==> config.mk <==
export PLATFORM = sky130hd
export DESIGN_NAME = int_segment_mean
export DESIGN_NICKNAME = d
export VERILOG_FILES = /design/src/rtl/core/ism_pkg.sv /design/src/rtl/core/ism_ctrl.sv /design/src/rtl/core/ism_dp.sv /design/src/rtl/core/int_segment_mean.sv
export SDC_FILE = /design/constraint.sdc
export NUM_CORES = 1
export LEC_CHECK = 0
export ABC_AREA = 1
export BUFFER_PORTS_ARGS = -buffer_cell sky130_fd_sc_hd__buf_2
export CORE_ASPECT_RATIO = 1.25
export CORE_MARGIN = 8
export CORE_UTILIZATION = 35
export DETAILED_ROUTE_END_ITERATION = 12
export SLEW_MARGIN = 20
export SYNTH_ARGS = -nofsm -noshare
export SYNTH_HDL_FRONTEND = slang
export SYNTH_SLANG_ARGS = --single-unit
==> constraint.sdc <==
create_clock -name clk -period 6.6 [get_ports clk]
set_input_delay 0.99 -clock clk [delete_from_list [all_inputs] [get_ports clk]]
set_output_delay 0.99 -clock clk [all_outputs]
set_load 0.05 [all_outputs]
==> src/rtl/core/ism_pkg.sv <==
`timescale 1ns / 1ps

package ism_pkg;

    localparam int COUNT_BITS = 32;
    localparam int ELEM_BITS  = 32;
    localparam int SUM_BITS   = 64;
    localparam int MEAN_BITS  = 32;

    localparam logic [MEAN_BITS-1:0] MEAN_MIN = {1'b1, {(MEAN_BITS-1){1'b0}}};
    localparam logic [MEAN_BITS-1:0] MEAN_MAX = {1'b0, {(MEAN_BITS-1){1'b1}}};

    typedef struct packed {
        logic accept;
        logic abs_en;
        logic div_step;
        logic load_out;
    } cmd_t;

    typedef struct packed {
        logic out_free;
    } status_t;

endpackage

==> src/rtl/core/ism_ctrl.sv <==
`timescale 1ns / 1ps

module ism_ctrl
(
    input  logic             clk,
    input  logic             rst_n,
    input  logic             in_valid,
    input  logic             segment_end,
    output logic             in_stall,
    input  ism_pkg::status_t status,
    output ism_pkg::cmd_t    cmd
);

    localparam int STEP_BITS = $clog2(ism_pkg::SUM_BITS);
    localparam logic [STEP_BITS-1:0] LAST_STEP = STEP_BITS'(ism_pkg::SUM_BITS - 1);

    typedef enum logic [1:0] {
        ST_IDLE,
        ST_ABS,
        ST_DIV,
        ST_WRITE
    } state_t;

    state_t               state_reg;
    logic [STEP_BITS-1:0] step_reg;
    logic                 accept;

    assign in_stall = (state_reg != ST_IDLE);
    assign accept   = in_valid && !in_stall;

    always_comb
    begin
        cmd          = '0;
        cmd.accept   = accept;
        cmd.abs_en   = (state_reg == ST_ABS);
        cmd.div_step = (state_reg == ST_DIV);
        cmd.load_out = (state_reg == ST_WRITE) && status.out_free;
    end

    always_ff @(posedge clk or negedge rst_n)
    begin
        if (!rst_n)
        begin
            state_reg <= ST_IDLE;
            step_reg  <= '0;
        end
        else
        begin
            unique case (state_reg)
                ST_IDLE:
                begin
                    if (accept && segment_end)
                    begin
                        state_reg <= ST_ABS;
                    end
                end
                ST_ABS:
                begin
                    step_reg  <= '0;
                    state_reg <= ST_DIV;
                end
                ST_DIV:
                begin
                    step_reg <= step_reg + 1'b1;
                    if (step_reg == LAST_STEP)
                    begin
                        state_reg <= ST_WRITE;
                    end
                end
                ST_WRITE:
                begin
                    if (status.out_free)
                    begin
                        state_reg <= ST_IDLE;
                    end
                end
                default:
                begin
                    state_reg <= ST_IDLE;
                end
            endcase
        end
    end

endmodule

==> src/rtl/core/ism_dp.sv <==
`timescale 1ns / 1ps

module ism_dp
#(
    parameter int COUNT_BITS = ism_pkg::COUNT_BITS
)
(
    input  logic                                clk,
    input  logic                                rst_n,
    input  logic signed [ism_pkg::ELEM_BITS-1:0] element,
    input  logic                                segment_end,
    input  ism_pkg::cmd_t                       cmd,
    output ism_pkg::status_t                    status,
    output logic                                out_valid,
    input  logic                                out_stall,
    output logic signed [ism_pkg::MEAN_BITS-1:0] mean
);

    localparam int SB = ism_pkg::SUM_BITS;
    localparam int EB = ism_pkg::ELEM_BITS;
    localparam int MB = ism_pkg::MEAN_BITS;

    logic [SB-1:0]         sum_reg;
    logic [SB-1:0]         sum_next;
    logic [COUNT_BITS-1:0] cnt_reg;
    logic [COUNT_BITS-1:0] cnt_next;

    logic [COUNT_BITS-1:0] rem_reg;
    logic [SB-1:0]         quo_reg;
    logic [COUNT_BITS-1:0] div_reg;
    logic                  neg_reg;

    logic [MB-1:0]         mean_reg;
    logic [MB-1:0]         mean_next;
    logic                  out_valid_reg;

    logic [COUNT_BITS:0]   shifted;
    logic [COUNT_BITS:0]   trial;
    logic                  fits;
    logic                  too_big;

    // accumulate with wrapping sum and saturating count
    always_comb
    begin
        sum_next = sum_reg + {{(SB-EB){element[EB-1]}}, element};
        cnt_next = (&cnt_reg) ? cnt_reg : cnt_reg + 1'b1;
    end

    always_ff @(posedge clk or negedge rst_n)
    begin
        if (!rst_n)
        begin
            sum_reg <= '0;
            cnt_reg <= '0;
        end
        else if (cmd.accept)
        begin
            if (segment_end)
            begin
                sum_reg <= '0;
                cnt_reg <= '0;
            end
            else
            begin
                sum_reg <= sum_next;
                cnt_reg <= cnt_next;
            end
        end
    end

    // restoring divider, one quotient bit per cycle
    always_comb
    begin
        shifted = {rem_reg, quo_reg[SB-1]};
        trial   = shifted - {1'b0, div_reg};
        fits    = (shifted >= {1'b0, div_reg});
    end

    always_ff @(posedge clk)
    begin
        if (cmd.accept && segment_end)
        begin
            quo_reg <= sum_next;
            neg_reg <= sum_next[SB-1];
            div_reg <= cnt_next;
        end
        else if (cmd.abs_en)
        begin
            quo_reg <= neg_reg ? (SB'(0) - quo_reg) : quo_reg;
            rem_reg <= '0;
        end
        else if (cmd.div_step)
        begin
            rem_reg <= fits ? trial[COUNT_BITS-1:0] : shifted[COUNT_BITS-1:0];
            quo_reg <= {quo_reg[SB-2:0], fits};
        end
    end

    // clamp and restore sign
    always_comb
    begin
        if (neg_reg)
        begin
            too_big   = (|quo_reg[SB-1:MB]) || (quo_reg[MB-1] && (|quo_reg[MB-2:0]));
            mean_next = too_big ? ism_pkg::MEAN_MIN : (MB'(0) - quo_reg[MB-1:0]);
        end
        else
        begin
            too_big   = |quo_reg[SB-1:MB-1];
            mean_next = too_big ? ism_pkg::MEAN_MAX : quo_reg[MB-1:0];
        end
    end

    always_ff @(posedge clk or negedge rst_n)
    begin
        if (!rst_n)
        begin
            out_valid_reg <= 1'b0;
        end
        else if (cmd.load_out)
        begin
            out_valid_reg <= 1'b1;
        end
        else if (!out_stall)
        begin
            out_valid_reg <= 1'b0;
        end
    end

    always_ff @(posedge clk)
    begin
        if (cmd.load_out)
        begin
            mean_reg <= mean_next;
        end
    end

    assign status.out_free = !out_valid_reg || !out_stall;
    assign out_valid       = out_valid_reg;
    assign mean            = mean_reg;

endmodule

==> src/rtl/core/int_segment_mean.sv <==
// elements without the end mark are taken one per cycle while in_stall is low
// the last element of a segment starts a 64-step restoring divide, one bit per cycle
// the mean is then clamped and loaded into the output register, input stalled meanwhile
// the output register holds the mean so the next segment can start while it waits
// asynchronous active-low reset clears sum, count, controller and output valid
`timescale 1ns / 1ps

module int_segment_mean
#(
    parameter int COUNT_BITS = ism_pkg::COUNT_BITS
)
(
    input  logic                                clk,
    input  logic                                rst_n,
    input  logic                                in_valid,
    output logic                                in_stall,
    input  logic signed [ism_pkg::ELEM_BITS-1:0] element,
    input  logic                                segment_end,
    output logic                                out_valid,
    input  logic                                out_stall,
    output logic signed [ism_pkg::MEAN_BITS-1:0] mean
);

    ism_pkg::cmd_t    cmd;
    ism_pkg::status_t status;

    ism_ctrl u_ctrl
    (
        .clk         (clk),
        .rst_n       (rst_n),
        .in_valid    (in_valid),
        .segment_end (segment_end),
        .in_stall    (in_stall),
        .status      (status),
        .cmd         (cmd)
    );

    ism_dp
    #(
        .COUNT_BITS (COUNT_BITS)
    )
    u_dp
    (
        .clk         (clk),
        .rst_n       (rst_n),
        .element     (element),
        .segment_end (segment_end),
        .cmd         (cmd),
        .status      (status),
        .out_valid   (out_valid),
        .out_stall   (out_stall),
        .mean        (mean)
    );

endmodule

== Yosys cells after proc, flatten, opt, wreduce, memory -nomap -nowiden ==
Cells that the tools add are included.
Storage, ports and cells
  flip-flop bits (word level): 266
  word-level logic and storage cells: 66
Cells by class
  add/sub/neg operators: 6
  magnitude comparators: 1
  eq/ne operators: 9
  mux-type cells: 19
  bitwise logic cells: 1
  reductions and logical operators: 20
Operator list (number)
  $mux W64: 5
  $mux W32: 7
  $add A64 B64 Y64: 1
  $sub A1 B64 Y64 const A: 1
  $ge A33 B32 Y1: 1
  $reduce_or A33 Y1: 1
  $add A32 B1 Y32 const B: 1
  $reduce_and A32 Y1: 1
  $reduce_or A32 Y1: 1
  $sub A1 B32 Y32 const A: 1
  $sub A32 B32 Y32: 1
  $reduce_or A31 Y1: 1
  $pmux W6 S2: 1
  $ne A2 B1 Y1 const B: 4
  $pmux W2 S4: 1
  $add A6 B1 Y6 const B: 1
  $eq A6 B6 Y1 const B: 1
  $mux W2: 3
  $eq A2 B2 Y1 const B: 2
  $logic_and A1 B1 Y1: 4
  $reduce_and A2 Y1: 2
  $reduce_bool A2 Y1: 2
  $logic_not A1 Y1: 3
  $ne A3 B1 Y1 const B: 1
  other kinds (7): 9

== Logic depth before layout (Yosys ltp) ==
Gate-level depths: netlist (run 1).
  depth after elaboration: 6
  depth in mapped cells: 16

== Cells and area by module ==
A second synthesis (run 1) with hierarchy kept.
Unflattened totals
  cells, all modules: 3493
  area, all modules: 22420.3 µm²
By module, submodules not included
  ism_dp: instances 1, cells an instance 3424, area an instance 21874.7 µm²
  ism_ctrl: instances 1, cells an instance 69, area an instance 545.5 µm²

== Least setup slack after synthesis (run 1) ==
Ideal clock, no wire load.
  path type: input to register
  from: in in_valid
  to: reg u_dp.quo_reg[10], enable pin
  data arrival time: 2.874 ns
  required time: 6.183 ns
  path slack: 3.309 ns
  cell stages on the path: 6
  cells stage by stage: nand2_2 nor2_4 inv_2 nand2_1 o22ai_1 inv_1
Between the ends
  word-level cells in the longest chain between the ends: 4
RTL lines
  start, declared: RTL line int_segment_mean.sv:15  | input logic in_valid,
  $logic_and A1 B1 Y1 (*): RTL line ism_ctrl.sv:29  | assign accept = in_valid && !in_stall;
  $logic_and A1 B1 Y1 (*): RTL line ism_dp.sv:81  | if (cmd.accept && segment_end)
  $ne A3 B1 Y1 (no source line) / $reduce_bool A3 Y1 (equally long branches)
  $reduce_and A2 Y1 (no source line) (*)
  end signal, assigned: RTL line ism_dp.sv:83  | quo_reg <= sum_next;
  end signal, assigned: RTL line ism_dp.sv:89  | quo_reg <= neg_reg ? (SB'(0) - quo_reg) : quo_reg;
  end signal, assigned: RTL line ism_dp.sv:95  | quo_reg <= {quo_reg[SB-2:0], fits};
  end, declared: RTL line ism_dp.sv:29  | logic [SB-1:0] quo_reg;
Mark *: on every way between the ends. The rest lies on a longest branch, timed or not.
A chain may end at the register's enable or synchronous reset.

== Final worst setup path (run 1) ==
  from: reg u_ctrl.state_reg[0]
  to: reg u_dp.quo_reg[18], enable pin
Between the ends
  word-level cells in the longest chain between the ends: 6
RTL lines
  start, declared: RTL line ism_ctrl.sv:24  | state_t state_reg;
  start signal, assigned: RTL line ism_ctrl.sv:44  | state_reg <= ST_IDLE;
  start signal, assigned: RTL line ism_ctrl.sv:54  | state_reg <= ST_ABS;
  start signal, assigned: RTL line ism_ctrl.sv:60  | state_reg <= ST_DIV;
  $reduce_bool A2 Y1: RTL line ism_ctrl.sv:28  | assign in_stall = (state_reg != ST_IDLE);
  $logic_not A1 Y1: RTL line ism_ctrl.sv:29
  $logic_and A1 B1 Y1: RTL line ism_ctrl.sv:29
  $logic_and A1 B1 Y1: RTL line ism_dp.sv:81
  $ne A3 B1 Y1 (no source line) / $reduce_bool A3 Y1 (equally long branches)
  $reduce_and A2 Y1 (no source line) (*)
Marks and branches as above.

==> results of run 1 <==
[cell usage after synthesis (all sizes together) (4+ instances only)]
cell	count	area, um^2
nand2	1309	4930
inv	603	2260
nor2	351	1420
nand3	230	1170
edfxtp	161	4830
a21oi	130	662
dfrtp	105	2630
ha	103	1290
o21ai	96	480
xor2	82	718
nor3	59	322
nand4	44	282
nand3b	40	300
clkbuf	36	135
buf	24	138
o211ai	24	180
xnor2	17	149
o221ai	12	105
a22o	10	87.6
or2	9	56.3
o21bai	8	60.1
a21boi	4	30.0
nor4	4	25.0
o22ai	4	25.0
[cells in the final DEF, fill, tap and decap left out, types with 3 or more instances in the layout]
master,n
clkinv_2,5
diode_2,3
edfxtp_1,161
nor2_1,316
a22oi_1,3
o22ai_1,4
nor3_2,3
bufinv_16,6
inv_2,11
nor4_1,4
nor3_1,55
nand3_1,226
nand4_1,43
nor2_2,30
or2_2,9
buf_2,69
nand2_2,7
a21oi_1,126
xnor2_1,17
xor2_1,82
a22o_1,10
o21bai_1,8
o221ai_1,12
o211ai_1,24
nand3b_1,40
dfrtp_1,105
inv_1,593
o21ai_0,78
o21ai_1,18
nor2_4,5
clkbuf_1,8
clkbuf_16,38
buf_4,13
nand3_2,4
ha_1,103
a21boi_0,4
nor3b_1,3
nand2_1,1301
[critical path, delay by kind of cell, from the launching register on]
family / cells / cell delay [ns]
adder cells (fa/ha/maj): 1 / 0.29
buffers and inverters: 5 / 2.00
flip-flops: 1 / 0.40
AO/OA/AOI/OAI: 1 / 0.20
AND/OR/NAND/NOR: 3 / 1.08
[final timing paths]
kind / endpoint / slack, ns / cells after the start
max: u_dp.quo_reg[18] / 2.27 / 10
min: u_dp.sum_reg[46] / 0.48 / 1
max reg2reg: u_dp.quo_reg[18] / 2.27 / 10
min reg2reg: u_dp.sum_reg[40] / 0.49 / 2
max in group asynchronous: u_dp.cnt_reg[7] / 4.82 / 2
min in group clk: u_dp.sum_reg[40] / 0.49 / 2
[where the power goes]
part | leakage [nW] | switching, mW | internal, mW
logic | 9.61 | 0.111 | 0.0409
registers | 2.96 | 0.0000000000000000514 | 1.75
clock network | 0.612 | 0.814 | 1.31
total | 13.2 | 0.926 | 3.10
[cells by family (layout without fill, tap and decap cells)]
| kind of cell | count (synthesis) | in the layout | synth area share [%] |
|---|---|---|---|
| simple gates | 2054 | 2054 | 38.2 |
| buf+inv | 664 | 752 | 11.3 |
| compound gates | 292 | 292 | 7.40 |
| flops | 266 | 266 | 33.3 |
| fa+ha+maj | 105 | 105 | 5.92 |
| xor+xnor | 99 | 99 | 3.87 |
| other cells | 0 | 3 | 0 |
[metal layers]
layer / vias to the layer above / wire, um / GRT usage, %
li1: 11100 / - / -
met1: 10200 / 31700 / 24.2
met2: 614 / 41500 / 40.7
met3: 203 / 3760 / 2.85
met4: 6 / 5360 / 12.8
met5: - / 40 / 0
[per-stage QoR]
stage                     hold slack (ns)  setup slack (ns)  instances  area [um^2]  util (%)
final                               0.480              2.27       4411        25000      39.4
after CTS                           0.478              2.22       4408        24900      39.4
after floorplan                     0.453              3.31       3480        22400         -
after global placement              0.466              1.98       4342        23700      37.4
after global routing                0.509              1.93       4408        24900      39.4
after detailed placement            0.473              1.96       4342        23700      37.4
[area by class of cell]
type | instances | share of cell area (%)
repair buffers | 82 | 1.77
well taps | 840 | 4.21
clock inverters | 19 | 1.08
inverters | 604 | 9.09
clock buffers | 47 | 3.99
multi-input cells | 2550 | 49.9
diodes | 3 | 0.0301
flip-flops and latches | 266 | 29.9
==> summary.txt, run 1 <==
Worst hold path
  – Worst Hold Class: in -> async

Global route
  – Initial antenna violation count: 6
  – Overall routing resource usage: 22.1%
  – Vias in the first global route: 21800
  – Pin count of the biggest net entering global routing: 59
  – Grt total ovfl: 0
  – Global-route wire length before repair: 125000 um

Die
  – Die Ht: 299 um
  – Core Box Area: 63300 um^2
  – Initial Util: 35.4%
  – Die Area: 72500 um^2
  – I/O pin cnt: 71
  – Num rows: 103
  – Die W: 242 um

Synth
  – Warnings, synthesis: 0
  – Mean Syn Cell Area: 6.45 um^2
  – Synth unique cells: 46
  – Ys flop type: edfxtp_1
  – Asr flop ratio synth: 39.5%
  – Mapped Cells: 3480
  – Post-synthesis sequential area ratio: 33.3%
  – Syn Std Cell Area: 22400 um^2
  – Number of flops mapped to enable cells by yosys: 161
  – Syn_nets: 3622
  – #FFs+latches synth: 266

CTS
  – H-tree depth: 2
  – Longest Clk Path Bufs: 3
  – CTS tree: done
  – Postcts setup bufs: 0
  – Clk Latency, worst-skew pair: 0.57 ns
  – Resized cells post-CTS: 0
  – CTS Hold Bufs: 0
  – Worst-path clk slew: 0.06 ns
  – TritonCTS buffer count: 36
  – Root Driver: clkbuf_16
  – Clk sinks: 266

Layout
  – Area Growth Syn to Fin: 11.3%
  – Fin nets: 3682
  – # fillers: 6835
  – Layout cells sized above 1: 6.03%
  – Area occupied by multi-input gates: 12500 um^2
  – Sequential cell area: 7460 um^2

Setup path
  – Crit path largest cell delay: 0.63 ns
  – Slowest CP cell: inv_2
  – Critical path required time: 6.80 ns
  – Worst setup path startpoint: u_ctrl.state_reg[0]
  – Nature of the critical path startpoint: flip-flop
  – Launching point of the worst reg2reg path: u_ctrl.state_reg[0]
  – Setup Crit Path Kind: reg -> reg
  – Crit path cell chain: inv_1, ha_1, nand2_4, nor2_4, buf_4, inv_2, nand2_1, o22ai_1, inv_2, buf_4
  – Crit-path max FO: 40
  – WP data arrival: 4.54 ns
  – CP endpoint kind: flip-flop

Placed design
  – Final HPWL DP: 66000 um
  – Gp weighted congestion: 1.04
  – Port Buffer Count: 70

Drt
  – Final wirelength: 82300 um
  – Vias per inst: 5.01
  – # DRC: 0
  – DR vias: 22100
  – Antenna viol nets, final: 0
  – First-pass DRT Iterations: 6
  – Mean routed wirelength per cell: 18.7 um
  – DR iter-0 viols: 1637

STA
  – Highest Clock Rate: 231 MHz
  – Slew Limit Fails: 0
  – Final hold viol count: 0
  – Worst-Margin Slew: 1.08 ns
  – Setup Viol. Count Final: 0
  – Minimum clock period: 4.33 ns
  – Final Cycle Share: 65.7%
  – Clk_skew: 0.0299 ns
  – Rel. slew slack: 27.7%
  – Setup tns final: 0 ns
  – RSZ-0062 raised after global routing: no

Power
  – Worst vdd ir: 0.174 mV
  – Leakage dissipation: 13.2 nW
  – Cell area power density: 161 nW/um^2
  – Total power: 4.02 mW

Status
  – Run status: completed

Flow run
  – Max Cap Violations: 0
(Power assumes the default switching activity.)
==> run 2, diff against run 1 <==
--- a/config.mk
+++ b/config.mk
@@ -5,7 +5,7 @@
 export SDC_FILE = /design/constraint.sdc
 export NUM_CORES = 1
 export LEC_CHECK = 0
-export ABC_AREA = 1
+export ABC_AREA = 0
 export BUFFER_PORTS_ARGS = -buffer_cell sky130_fd_sc_hd__buf_2
 export CORE_ASPECT_RATIO = 1.25
 export CORE_MARGIN = 8
==> constraint.sdc (replaced) <==
create_clock -name clk -period 4.1 [get_ports clk]
set_input_delay 0.615 -clock clk [delete_from_list [all_inputs] [get_ports clk]]
set_output_delay 0.615 -clock clk [all_outputs]
set_load 0.05 [all_outputs]
==> summary.txt, run 2 <==
Setup path
  – Crit path largest cell delay: 0.51 ns (was 0.63 ns)
  – Crit path cell chain: buf_4, buf_4, or4_1, or3_1, or3_1, or3_1, or4_1, or3_1, xor2_1, mux2i_1, o21ai_0 (was inv_1, ha_1, nand2_4, nor2_4, buf_4, inv_2, nand2_1, o22ai_1, inv_2, buf_4)
  – Top delay family on crit path: simple AND/OR/NAND/NOR gates (was buffers and inverters)
  – WP data arrival: 4.20 ns (was 4.54 ns)
  – CP endpoint kind: flip-flop (unchanged)
  – Slowest CP cell: or4_1 (was inv_2)
  – Cell mode on critical path: or3_1
  – Nature of the critical path startpoint: flip-flop (unchanged)
  – CP bufs+invs: 2 (was 5)
  – Crit-path max FO: 5 (was 40)
  – Setup Crit Path Kind: reg -> reg (unchanged)
  – Critical path required time: 4.38 ns (was 6.80 ns)

Synth
  – Warnings, synthesis: 0 (unchanged)
  – Mean Syn Cell Area: 9.17 um^2 (was 6.45 um^2)
  – Mapped Cells: 2030 (was 3480)
  – Syn Std Cell Area: 18600 um^2 (was 22400 um^2)
  – Synth unique cells: 75 (was 46)
  – Asr flop ratio synth: 39.5% (unchanged)
  – Number of flops mapped to enable cells by yosys: 161 (unchanged)
  – Cell with the most instances after synthesis: nand2_1 (unchanged)
  – Syn_nets: 2172 (was 3622)
  – Post-synthesis sequential area ratio: 40.1% (was 33.3%)
  – #FFs+latches synth: 266 (unchanged)
  – Post-synth top area cell: edfxtp_1 (was nand2_1)
  – Most frequent cells after synthesis: nand2_1, o21ai_0, edfxtp_1 (was nand2_1, inv_1, nor2_1)
  – Ys flop type: edfxtp_1 (unchanged)
  – Synth area leaders: edfxtp_1, dfrtp_1, ha_1 (was nand2_1, edfxtp_1, dfrtp_1)
  – Synth top area share: 26.0% (was 21.8%)

Global route
  – Global-route wire length before repair: 85300 um (was 125000 um)
  – Pin count of the biggest net entering global routing: 91 (was 59)
  – Grt total ovfl: 0 (unchanged)
  – Vias in the first global route: 16100 (was 21800)
  – Initial antenna violation count: 1 (was 6)
  – Overall routing resource usage: 17.1% (was 22.1%)

Placed design
  – Placed Cells incl. Taps: 2750 (was 4342)
  – Final HPWL DP: 38700 um (was 66000 um)
  – Worst slack, placed: -0.190 ns (was 1.96 ns)
  – Gp weighted congestion: 0.908 (was 1.04)
  – Port Buffer Count: 70 (unchanged)

Die
  – Initial Util: 35.4% (about the same)
  – Die Area: 60900 um^2 (was 72500 um^2)
  – Die W: 222 um (was 242 um)
  – Core Box Area: 52600 um^2 (was 63300 um^2)
  – Num rows: 94 (was 103)
  – I/O pin cnt: 71 (unchanged)
  – Die Ht: 274 um (was 299 um)

CTS
  – Worst-path clk slew: 0.06 ns (about the same)
  – TritonCTS buffer count: 34 (was 36)
  – Root Driver: clkbuf_16 (unchanged)
  – CTS Hold Bufs: 0 (unchanged)
  – H-tree depth: 2 (unchanged)
  – Clk sinks: 266 (unchanged)
  – CTS tree: done (unchanged)
  – Clk Latency, worst-skew pair: 0.55 ns (was 0.57 ns)
  – Longest Clk Path Bufs: 3 (unchanged)

Power
  – Int Power: 9.98 mW (was 3.10 mW)
  – Clock share of power: 17.6% (was 52.7%)
  – Leakage dissipation: 8.68 nW (was 13.2 nW)
  – Sw Ratio: 43.7% (was 23.0%)
  – Worst vdd ir: 0.470 mV (was 0.174 mV)
  – Combinational Power Share: 52.4% (was 3.8%)
  – Sequential power share: 30.1% (was 43.5%)
  – Cell area power density: 830 nW/um^2 (was 161 nW/um^2)
  – Sw power: 7.73 mW (was 926 uW)

STA
  – Minimum clock period: 3.92 ns (was 4.33 ns)
  – Slew Limit Fails: 0 (unchanged)
  – Setup WS post-layout: 0.183 ns (was 2.27 ns)
  – Final Cycle Share: 95.5% (was 65.7%)
  – RSZ-0062 raised after global routing: no (unchanged)
  – Worst-Margin Slew: 1.12 ns (was 1.08 ns)
  – Clk_skew: 0.0224 ns (was 0.0299 ns)
  – Setup Viol. Count Final: 0 (unchanged)
  – Highest Clock Rate: 255 MHz (was 231 MHz)
  – Final hold viol count: 0 (unchanged)
  – Rel. slew slack: 25.0% (was 27.7%)

Drt
  – First-pass DRT Iterations: 5 (was 6)
  – Final wirelength: 53400 um (was 82300 um)
  – Antenna viol nets, final: 0 (unchanged)
  – # DRC: 0 (unchanged)
  – DR iter-0 viols: 1273 (was 1637)
  – Vias per inst: 5.78 (was 5.01)
  – Mean routed wirelength per cell: 19.0 um (was 18.7 um)
  – DR vias: 16300 (was 22100)

Layout
  – Most frequent cells in the layout: nand2_1, o21ai_0, edfxtp_1 (was nand2_1, inv_1, nor2_1)
  – Area Growth Syn to Fin: 14.6% (was 11.3%)
  – Layout cells sized above 1: 12.3% (was 6.03%)
  – Fin nets: 2259 (was 3682)
  – Ant. Diodes: 0 (was 3)
  – # fillers: 5163 (was 6835)
  – Post-layout util: 40.6% (was 39.4%)
  – Final Non-Filler Cells: 2814 (was 4411)
  – Commonest non-fill, non-tap cell in the layout: nand2_1 (unchanged)

Status
  – Run status: completed (unchanged)

Worst hold path
  – Worst Hold Class: in -> async (unchanged)

Flow run
  – Max Cap Violations: 0 (unchanged)
-- run 2: changes by cell type after synthesis, moves of 42 or more --
cell | previous run | this run
mux2i_1 | 0 | 44
nor2_1 | 317 | 137
clkbuf_1 | 36 | 101
nand2_1 | 1301 | 199
nand3_1 | 226 | 54
inv_1 | 594 | 66
xnor2_1 | 17 | 90
a21o_1 | 1 | 43
o21ai_0 | 78 | 192
-- run 2: final timing paths --
check                                  from          endpoint  slack, ns  cells past startpoint
min in group clk                  out_stall    u_dp.out_valid       0.34                      2
max in group asynchronous             rst_n  u_dp.cnt_reg[12]       2.98                      2
hold / removal                        rst_n  u_dp.sum_reg[35]       0.21                      1
setup / recovery            u_dp.quo_reg[0]  u_dp.quo_reg[15]       0.18                     11
setup reg to reg            u_dp.quo_reg[0]  u_dp.quo_reg[15]       0.18                     11
hold reg to reg            u_dp.sum_reg[54]  u_dp.sum_reg[54]       0.49                      2
-- run 2: power by group through the flow --
stage / sequential, mW / combinational [mW] / clock, mW
after floorplan: 5.33 / 6.43 / 0
after global placement: 5.31 / 9.08 / 0
after detailed placement: 5.33 / 9.21 / 0
after CTS: 5.30 / 9.25 / 3.19
after global routing: 5.47 / 10.2 / 3.28
final: 5.33 / 9.27 / 3.11
-- run 2: stage by stage --
step                      total power, mW  hold slack [ns]  setup TNS, ns  instance area [um^2]
after floorplan                      11.8            0.319              0                 18600
after global placement               14.4            0.466         -0.485                 20100
after detailed placement             14.5            0.481          -1.38                 20100
after CTS                            17.7            0.239              0                 21300
after global routing                 19.0            0.273              0                 21300
final                                17.7            0.210              0                 21300
-- run 2: layout make-up --
cell class | count | area, um^2 | area share [%]
Clock buffer | 48 | 955 | 4.47
Clock inverter | 13 | 185 | 0.867
Multi-Input combinational cell | 1580 | 10500 | 49.4
Inverter | 68 | 256 | 1.20
Tap cell | 672 | 841 | 3.94
Timing Repair Buffer | 167 | 1110 | 5.18
Sequential cell | 266 | 7460 | 35.0
-- run 2: kinds of logic after synthesis --
group	after synthesis	share of synthesized area (%)
AO/OA/AOI/OAI	679	24.1
buffers and inverters	184	3.80
multiplexers	48	2.61
flip-flops	266	40.1
adder cells (fa/ha/maj)	105	7.14
AND/OR/NAND/NOR	605	15.6
XOR/XNOR	143	6.73
-- run 2: timing repair --
item | in CTS | in global routing
gates resized for setup | 0 | 9
setup buffers | 0 | 3
endpoints found under the setup margin | 0 | 12
-- run 2: routing by layer --
layer / track usage (%) / share of wire, % / wire, um / vias to the layer above
li1: - / - / - / 7795
met3: 2.75 / 4.5 / 2400 / 109
met4: 7.05 / 3.7 / 1990 / 2
met5: 0 / 0.017 / 9 / -
met2: 29.8 / 49 / 26400 / 405
met1: 20.8 / 42 / 22600 / 7940
